==> config.mk <==
export PLATFORM = sky130hd
export DESIGN_NAME = block_reverse_stream
export DESIGN_NICKNAME = d
export VERILOG_FILES = /design/src/hdl/brs_pkg.sv /design/src/hdl/brs_ctrl.sv /design/src/hdl/brs_dp.sv /design/src/hdl/block_reverse_stream.sv
export SDC_FILE = /design/constraint.sdc
export NUM_CORES = 2
export LEC_CHECK = 0
export BUFFER_PORTS_ARGS = -buffer_cell sky130_fd_sc_hd__buf_2
export CORE_ASPECT_RATIO = 1.5
export CORE_UTILIZATION = 55
export CTS_CLUSTER_DIAMETER = 60
export CTS_CLUSTER_SIZE = 16
export DETAILED_ROUTE_END_ITERATION = 7
export GPL_ROUTABILITY_DRIVEN = 1
export PLACE_DENSITY_LB_ADDON = 0.1
export SETUP_SLACK_MARGIN = 0.15
export SLEW_MARGIN = 20
export SYNTH_ARGS = -nofsm -noshare
export SYNTH_HDL_FRONTEND = slang
export SYNTH_HIERARCHICAL = 1
export SYNTH_SLANG_ARGS = --single-unit
==> constraint.sdc <==
create_clock -name aclk -period 10.4 [get_ports aclk]
set_input_delay 2.6 -clock aclk [delete_from_list [all_inputs] [get_ports aclk]]
set_output_delay 2.6 -clock aclk [all_outputs]
set_load 0.03 [all_outputs]
==> src/hdl/brs_pkg.sv <==
`timescale 1ns / 1ps
// ----------------------------------------------------------------------------
// brs_pkg
// Shared types and constants for the block reverse stream unit.
// ----------------------------------------------------------------------------
package brs_pkg;

    localparam int DATA_W      = 32;  // element width
    localparam int CNT_W       = 7;   // group size register and run counters
    localparam int MAX_GROUP_D = 64;  // default group buffer depth

    localparam logic [CNT_W-1:0] GROUP_SIZE_RST = 7'd4;

    // register indexes (paddr[2] selects the register)
    localparam logic REG_GROUP_SIZE = 1'b0;

    typedef enum logic [1:0] {
        ST_IDLE,
        ST_READ,
        ST_SEND
    } state_t;

    // controller -> datapath
    typedef struct packed {
        logic accept;   // input transfer this cycle
        logic read;     // fetch the current run element
        logic advance;  // output transfer this cycle
    } dp_cmd_t;

    // datapath -> controller
    typedef struct packed {
        logic flush;    // accepted element closes a run
        logic run_end;  // current element is the last of the run
    } dp_status_t;

endpackage

==> src/hdl/brs_ctrl.sv <==
`timescale 1ns / 1ps
// ----------------------------------------------------------------------------
// brs_ctrl
// Sequencer: takes elements while idle, then reads out each flushed run
// one element at a time through the registered buffer read.
// ----------------------------------------------------------------------------
module brs_ctrl (
    input  logic                  aclk,
    input  logic                  aresetn,
    input  logic                  s_tvalid,
    output logic                  s_tready,
    output logic                  m_tvalid,
    input  logic                  m_tready,
    output brs_pkg::dp_cmd_t      cmd,
    input  brs_pkg::dp_status_t   status
);

    brs_pkg::state_t state_reg;
    brs_pkg::state_t state_next;

    always_ff @(posedge aclk) begin
        if (!aresetn) begin
            state_reg <= brs_pkg::ST_IDLE;
        end else begin
            state_reg <= state_next;
        end
    end

    always_comb begin
        state_next  = state_reg;
        s_tready    = 1'b0;
        m_tvalid    = 1'b0;
        cmd.accept  = 1'b0;
        cmd.read    = 1'b0;
        cmd.advance = 1'b0;
        case (state_reg)
            brs_pkg::ST_IDLE: begin
                s_tready   = 1'b1;
                cmd.accept = s_tvalid;
                if (s_tvalid && status.flush) begin
                    state_next = brs_pkg::ST_READ;
                end
            end
            brs_pkg::ST_READ: begin
                cmd.read   = 1'b1;
                state_next = brs_pkg::ST_SEND;
            end
            brs_pkg::ST_SEND: begin
                m_tvalid    = 1'b1;
                cmd.advance = m_tready;
                // hold the element until the downstream transfer
                if (m_tready) begin
                    state_next = status.run_end ? brs_pkg::ST_IDLE : brs_pkg::ST_READ;
                end
            end
            default: begin
                state_next = brs_pkg::ST_IDLE;
            end
        endcase
    end

endmodule

==> src/hdl/brs_dp.sv <==
`timescale 1ns / 1ps
// ----------------------------------------------------------------------------
// brs_dp
// Group buffer, fill and run counters, read addressing and output register.
// ----------------------------------------------------------------------------
module brs_dp #(
    parameter int MAX_GROUP = brs_pkg::MAX_GROUP_D
) (
    input  logic                          aclk,
    input  logic                          aresetn,
    input  logic [brs_pkg::CNT_W-1:0]     group_size,
    input  logic [brs_pkg::DATA_W-1:0]    in_value,
    input  logic                          in_last,
    input  brs_pkg::dp_cmd_t              cmd,
    output brs_pkg::dp_status_t           status,
    output logic [brs_pkg::DATA_W-1:0]    out_value,
    output logic                          out_run_last,
    output logic                          out_list_last
);

    localparam int AW = (MAX_GROUP > 1) ? $clog2(MAX_GROUP) : 1;
    localparam logic [brs_pkg::CNT_W-1:0] MAX_CNT = brs_pkg::CNT_W'(MAX_GROUP);
    localparam logic [brs_pkg::CNT_W-1:0] ONE     = brs_pkg::CNT_W'(1);

    logic [brs_pkg::DATA_W-1:0] mem [MAX_GROUP];

    logic [brs_pkg::CNT_W-1:0]  fill_reg, fill_next;
    logic [brs_pkg::CNT_W-1:0]  cnt_reg,  cnt_next;
    logic [brs_pkg::CNT_W-1:0]  len_reg;
    logic                       rev_reg;
    logic                       last_reg;
    logic [brs_pkg::DATA_W-1:0] rd_data_reg;
    logic                       run_last_reg;
    logic                       list_last_reg;

    logic [brs_pkg::CNT_W-1:0]  size_eff;
    logic [brs_pkg::CNT_W-1:0]  fill_clamp;
    logic [brs_pkg::CNT_W-1:0]  n_held;
    logic                       full;
    logic [brs_pkg::CNT_W-1:0]  rd_idx;
    logic                       at_end;

    always_comb begin
        if (group_size == '0) begin
            size_eff = ONE;
        end else if (group_size > MAX_CNT) begin
            size_eff = MAX_CNT;
        end else begin
            size_eff = group_size;
        end
        fill_clamp = (fill_reg >= MAX_CNT) ? (MAX_CNT - ONE) : fill_reg;
        n_held     = fill_clamp + ONE;
        full       = (n_held >= size_eff);
        rd_idx     = rev_reg ? (len_reg - ONE - cnt_reg) : cnt_reg;
        at_end     = ((cnt_reg + ONE) == len_reg);
    end

    assign status.flush   = full || in_last;
    assign status.run_end = at_end;

    // buffer write on input transfer, registered read for the output
    always_ff @(posedge aclk) begin
        if (cmd.accept) begin
            mem[fill_clamp[AW-1:0]] <= in_value;
        end
        if (cmd.read) begin
            rd_data_reg   <= mem[rd_idx[AW-1:0]];
            run_last_reg  <= at_end;
            list_last_reg <= at_end && last_reg;
        end
    end

    always_ff @(posedge aclk) begin
        if (cmd.accept && status.flush) begin
            len_reg  <= n_held;
            rev_reg  <= full;
            last_reg <= in_last;
        end
    end

    always_comb begin
        fill_next = fill_reg;
        cnt_next  = cnt_reg;
        if (cmd.accept) begin
            fill_next = status.flush ? '0 : n_held;
            cnt_next  = '0;
        end else if (cmd.advance) begin
            cnt_next = cnt_reg + ONE;
        end
    end

    always_ff @(posedge aclk) begin
        if (!aresetn) begin
            fill_reg <= '0;
            cnt_reg  <= '0;
        end else begin
            fill_reg <= fill_next;
            cnt_reg  <= cnt_next;
        end
    end

    assign out_value     = rd_data_reg;
    assign out_run_last  = run_last_reg;
    assign out_list_last = list_last_reg;

endmodule

==> src/hdl/block_reverse_stream.sv <==
`timescale 1ns / 1ps
// ----------------------------------------------------------------------------
// block_reverse_stream
// Gathers 32-bit elements into groups of a programmable size and emits each
// full group in reverse order; a short tail at end of list leaves in order.
//
//   channel   | direction | contents
//   s_*       | in        | tdata: value, tlast: end_of_list
//   m_*       | out       | tdata: out_value, tlast: run_last, tuser: list_last
//   APB       | in/out    | 0x0 group_size (7 bits, reset 4)
//
// An element that does not close a run is written to the buffer. An
// element that closes a run is written too; then each of the run's n
// elements goes through a buffer read, then an output transfer. No input
// is taken while a run is being sent. A stall on m_tready holds the
// current output. Reset is synchronous; it clears the fill count and the
// sequencer, the buffer contents are not cleared.
// ----------------------------------------------------------------------------
module block_reverse_stream #(
    parameter int MAX_GROUP = brs_pkg::MAX_GROUP_D
) (
    input  logic                        aclk,
    input  logic                        aresetn,
    // input stream
    input  logic                        s_tvalid,
    output logic                        s_tready,
    input  logic [brs_pkg::DATA_W-1:0]  s_tdata,   // [31:0] value
    input  logic                        s_tlast,
    // result stream
    output logic                        m_tvalid,
    input  logic                        m_tready,
    output logic [brs_pkg::DATA_W-1:0]  m_tdata,   // [31:0] out_value
    output logic                        m_tlast,
    output logic                        m_tuser,   // [0] list_last
    // configuration
    input  logic                        psel,
    input  logic                        penable,
    input  logic                        pwrite,
    input  logic [2:0]                  paddr,
    input  logic [31:0]                 pwdata,
    output logic [31:0]                 prdata,
    output logic                        pready
);

    logic [brs_pkg::CNT_W-1:0] group_size_reg;
    brs_pkg::dp_cmd_t          cmd;
    brs_pkg::dp_status_t       status;

    assign pready = 1'b1;

    always_ff @(posedge aclk) begin
        if (!aresetn) begin
            group_size_reg <= brs_pkg::GROUP_SIZE_RST;
        end else if (psel && penable && pwrite && pready
                     && paddr[2] == brs_pkg::REG_GROUP_SIZE) begin
            group_size_reg <= pwdata[brs_pkg::CNT_W-1:0];
        end
    end

    always_comb begin
        prdata = '0;
        if (paddr[2] == brs_pkg::REG_GROUP_SIZE) begin
            prdata = {{(32 - brs_pkg::CNT_W){1'b0}}, group_size_reg};
        end
    end

    brs_ctrl u_ctrl (
        .aclk     (aclk),
        .aresetn  (aresetn),
        .s_tvalid (s_tvalid),
        .s_tready (s_tready),
        .m_tvalid (m_tvalid),
        .m_tready (m_tready),
        .cmd      (cmd),
        .status   (status)
    );

    brs_dp #(
        .MAX_GROUP (MAX_GROUP)
    ) u_dp (
        .aclk          (aclk),
        .aresetn       (aresetn),
        .group_size    (group_size_reg),
        .in_value      (s_tdata),
        .in_last       (s_tlast),
        .cmd           (cmd),
        .status        (status),
        .out_value     (m_tdata),
        .out_run_last  (m_tlast),
        .out_list_last (m_tuser)
    );

endmodule
==> tab_implementation.tex <==
\begin{tabular}{lr}
\hline
Metric & Value \\
\hline
\multicolumn{2}{l}{\textbf{Cells and area}} \\
\quad Layout cells sized above 1 & 0.0820 \\
\quad Area used by sequential logic in the layout & 0.0633 mm\^{}2 \\
\quad Area occupied by multi-input gates & 0.0199 mm\^{}2 \\
\quad Final standard cell count with taps included and fillers excluded & 8,249 \\
\quad Final \#Nets & 6,254 \\
\quad Count of filler cells inserted in the layout & 11.8k \\
\quad Largest register FFs & 2,048 \\
\quad Growth of design area from synthesis to finish & 7.88\% \\
\quad Final Cell Area & 0.0915 mm\^{}2 \\
\quad Post-layout util & 0.597 \\
\multicolumn{2}{l}{\textbf{Status}} \\
\quad Status & complete, no violations \\
\multicolumn{2}{l}{\textbf{CTS}} \\
\quad Number of setup buffers added after CTS & 0 \\
\quad Clock input transition at the sequential cells of the worst setup and hold paths & 0.07 ns \\
\quad Post\_cts resized & 0 \\
\quad Worst-case clock buffer depth & 3 \\
\quad TritonCTS Sinks & 2,114 \\
\quad Clock root buffer & sky130\_fd\_sc\_hd\_\_clkbuf\_16 \\
\quad Number of buffers created by CTS & 151 \\
\quad TritonCTS clock tree & built \\
\quad Clock insertion delay at the later pin of the skew report & 0.81 ns \\
\quad Cts-stage hold buffer count & 0 \\
\quad Clock H-tree levels & 4 \\
\multicolumn{2}{l}{\textbf{Worst setup path}} \\
\quad Critical Path Source Type & input port \\
\quad Crit. Startpoint & paddr[2] \\
\quad Crit-path leading delay family & buffers and inverters \\
\quad Highest net fanout along the worst path & 8 \\
\quad Critical path class & input port to primary output \\
\quad Most numerous cell on the critical path & sky130\_fd\_sc\_hd\_\_buf\_2 \\
\quad Crit path required time & 7.80 ns \\
\quad Kind of capture point of the worst setup path & primary output \\
\quad Worst path arrival time & 3.12 ns \\
\quad Crit path buf inv count & 2 \\
\quad R2R Path Start & u\_dp/rev\_reg\$\_DFFE\_PP\_ \\
\quad Crit-path slowest cell & sky130\_fd\_sc\_hd\_\_and2b\_2 \\
\quad Worst stage delay on the critical path & 0.22 ns \\
\quad Ordered cell list for the critical path & buf\_2 -> and2b\_2 -> buf\_2 \\
\multicolumn{2}{l}{\textbf{Global route}} \\
\quad Global-route wire length before repair & 348 mm \\
\quad Via count of the first global-routing pass & 50.1k \\
\quad Antenna violations before repair & 10 \\
\quad Total global routing track utilization & 0.314 \\
\quad Maximum number of pins on one net before global-route repair & 184 \\
\quad Global-route congestion overflow total & 0 \\
\multicolumn{2}{l}{\textbf{Timing}} \\
\quad Final Skew & 0.0223 ns \\
\quad Unrepaired setup endpoints after global routing & no \\
\quad Hold Worst Slack & 0.478 ns \\
\quad Worst slew margin relative to its limit & 0.233 \\
\quad Final-report hold violation count & 0 \\
\quad Sum Neg Setup Slack & 0 ns \\
\quad Max Clock Freq & 175 MHz \\
\quad Max-slew violation total from the final report & 0 \\
\quad Fraction of the cycle the final worst path needs & 0.550 \\
\quad Least setup slack across all paths after layout & 4.68 ns \\
\quad Min cycle time layout & 5.72 ns \\
\quad Final setup violation count & 0 \\
\quad Slew at the pin closest to its max-slew limit & 1.14 ns \\
\multicolumn{2}{l}{\textbf{Placed design}} \\
\quad Estimated wirelength of the detail-placed design & 127 mm \\
\quad Gp weighted congestion & 0.809 \\
\quad Placed insts & 8,057 \\
\quad Port Buffer Count & 90 \\
\quad Placed Area & 0.0873 mm\^{}2 \\
\quad Worst slack at placement & 4.12 ns \\
\multicolumn{2}{l}{\textbf{Worst hold path}} \\
\quad Worst hold path class & flop to flop \\
\quad Startpoint of the lowest-slack hold path & group\_size\_reg[0]\$\_SDFFE\_PN0P\_ \\
\multicolumn{2}{l}{\textbf{Drt}} \\
\quad Initial drt markers & 5,916 \\
\quad Final wirelength & 244 mm \\
\quad DRC violations left & 0 \\
\quad TritonRoute pass-1 iters & 8 \\
\quad Mean number of vias per cell & 6.36 \\
\quad Average wire per standard cell & 29.6 um \\
\quad Count of antenna-violating nets left after detailed routing & 0 \\
\quad Detailed-route via count & 52.5k \\
\multicolumn{2}{l}{\textbf{Yosys}} \\
\quad Primary FF master, synth & sky130\_fd\_sc\_hd\_\_edfxtp\_1 \\
\quad Post-synth EDFFs & 2,091 \\
\quad Proportion of register bits with asynchronous set or reset after synthesis & 0 \\
\quad Flip-flop and latch count after synthesis & 2,114 \\
\quad Syn avg cell area & 13.6 um\^{}2 \\
\quad Share of synthesized area occupied by flip-flops and latches & 0.745 \\
\quad Count of distinct cell types in the synthesized netlist & 69 \\
\quad Netlist area before placement & 0.0849 mm\^{}2 \\
\quad Warnings from Yosys & 6 \\
\quad Number of standard cells after synthesis & 6,220 \\
\multicolumn{2}{l}{\textbf{Floorplanning}} \\
\quad Count of pins on the block boundary & 144 \\
\quad Starting utilization of the core area & 0.554 \\
\quad Die Footprint & 0.156 mm\^{}2 \\
\quad Placement Rows & 176 \\
\quad Core Box Area & 0.153 mm\^{}2 \\
\quad Width of the die & 323 um \\
\quad Die H & 483 um \\
\multicolumn{2}{l}{\textbf{Power}} \\
\quad Max rail drop VDD & 0.154 mV \\
\quad Total power & 16.1 mW \\
\quad Power density relative to cell area & 176 mW/mm\^{}2 \\
\quad Standby leakage power & 30.7 nW \\
\multicolumn{2}{l}{\textbf{Flow run}} \\
\quad Max-cap check violation count & 0 \\
\hline
\end{tabular}
-- report_power, final --
group | internal (mW) | switching [mW] | total, mW
Clock | 2.71 | 2.77 | 5.47
Combinational | 0.317 | 0.893 | 1.21
Sequential | 9.39 | 0.0136 | 9.40
-- layout make-up --
cell class	count	share of cell area
antenna	7	0.000191
timing repair buffer	217	0.0180
multi-input combinational	3661	0.217
inverter	19	0.000779
clock inverter	12	0.00141
tap	2047	0.0280
clock buffer	172	0.0435
sequential	2114	0.691
-- per-layer routing --
layer	vias to the layer above	global-route usage	share of wire
met5	-	0	0.000090
met4	4	0.171	0.059
met3	497	0.0481	0.076
met1	26663	0.398	0.37
li1	22881	-	-
met2	2442	0.518	0.50
-- tightest hold or removal path, cell delays in order (launching register included) --
cell,delay (ns)
sky130_fd_sc_hd__dfxtp_1,0.33
sky130_fd_sc_hd__nand2_1,0.06
sky130_fd_sc_hd__mux2i_1,0.05
-- Yosys cell counts (all sizes together), types with 20 or more instances --
master / number / share of area
a21oi: 21 / 0.0015
a311oi: 320 / 0.033
a31oi: 44 / 0.0032
a32o: 20 / 0.0024
and3: 202 / 0.015
buf: 322 / 0.022
clkbuf: 128 / 0.0057
dfxtp: 23 / 0.0054
edfxtp: 2091 / 0.74
mux2i: 142 / 0.017
nand2: 1861 / 0.082
nand3: 615 / 0.036
nor2: 99 / 0.0044
nor3: 25 / 0.0015
nor4: 58 / 0.0043
-- logic make-up after synthesis --
group	synth area share
and+or+nand+nor	0.150
DFF	0.745
AOI/OAI and AO/OA	0.0481
buffers and inverters	0.0286
muxes	0.0231
xor gates and xnor gates	0.00214
adders and majority gates	0.00230
other	0.0000885
-- cell usage in the layout, fill, tap and decap left out, types with 9 or more instances in the layout --
| master | n |
|---|---|
| sky130_fd_sc_hd__buf_2 | 66 |
| sky130_fd_sc_hd__xnor2_1 | 11 |
| sky130_fd_sc_hd__dfxtp_1 | 23 |
| sky130_fd_sc_hd__a31oi_1 | 43 |
| sky130_fd_sc_hd__inv_1 | 19 |
| sky130_fd_sc_hd__nand2_1 | 1860 |
| sky130_fd_sc_hd__o211ai_1 | 9 |
| sky130_fd_sc_hd__conb_1 | 26 |
| sky130_fd_sc_hd__or4_1 | 14 |
| sky130_fd_sc_hd__nor3_1 | 25 |
| sky130_fd_sc_hd__nor2_1 | 34 |
| sky130_fd_sc_hd__a32o_1 | 20 |
| sky130_fd_sc_hd__clkbuf_1 | 15 |
| sky130_fd_sc_hd__nor4_1 | 57 |
| sky130_fd_sc_hd__buf_4 | 136 |
| sky130_fd_sc_hd__a221oi_1 | 12 |
| sky130_fd_sc_hd__nor2_4 | 64 |
| sky130_fd_sc_hd__nand4_1 | 14 |
| sky130_fd_sc_hd__o21ai_0 | 9 |
| sky130_fd_sc_hd__buf_12 | 15 |
| sky130_fd_sc_hd__a211oi_1 | 11 |
| sky130_fd_sc_hd__edfxtp_1 | 2091 |
| sky130_fd_sc_hd__a311oi_1 | 318 |
| sky130_fd_sc_hd__and3_1 | 201 |
| sky130_fd_sc_hd__clkbuf_16 | 157 |
| sky130_fd_sc_hd__nand3_1 | 615 |
| sky130_fd_sc_hd__a21oi_1 | 18 |
| sky130_fd_sc_hd__mux4_2 | 19 |
| sky130_fd_sc_hd__and2_1 | 13 |
| sky130_fd_sc_hd__ha_1 | 14 |
| sky130_fd_sc_hd__mux2i_1 | 141 |
-- path summary, 6_finish.rpt --
| check | end | slack [ns] | cells after the start |
|---|---|---|---|
| setup / recovery | prdata[2] | 4.68 | 3 |
| hold / removal | group_size_reg[0]$_SDFFE_PN0P_ | 0.48 | 2 |
| setup reg to reg | u_dp/out_value[22]$_DFFE_PP_ | 5.23 | 9 |
| hold reg to reg | group_size_reg[0]$_SDFFE_PN0P_ | 0.48 | 2 |
No activity file was read; power rests on OpenSTA's default activity.
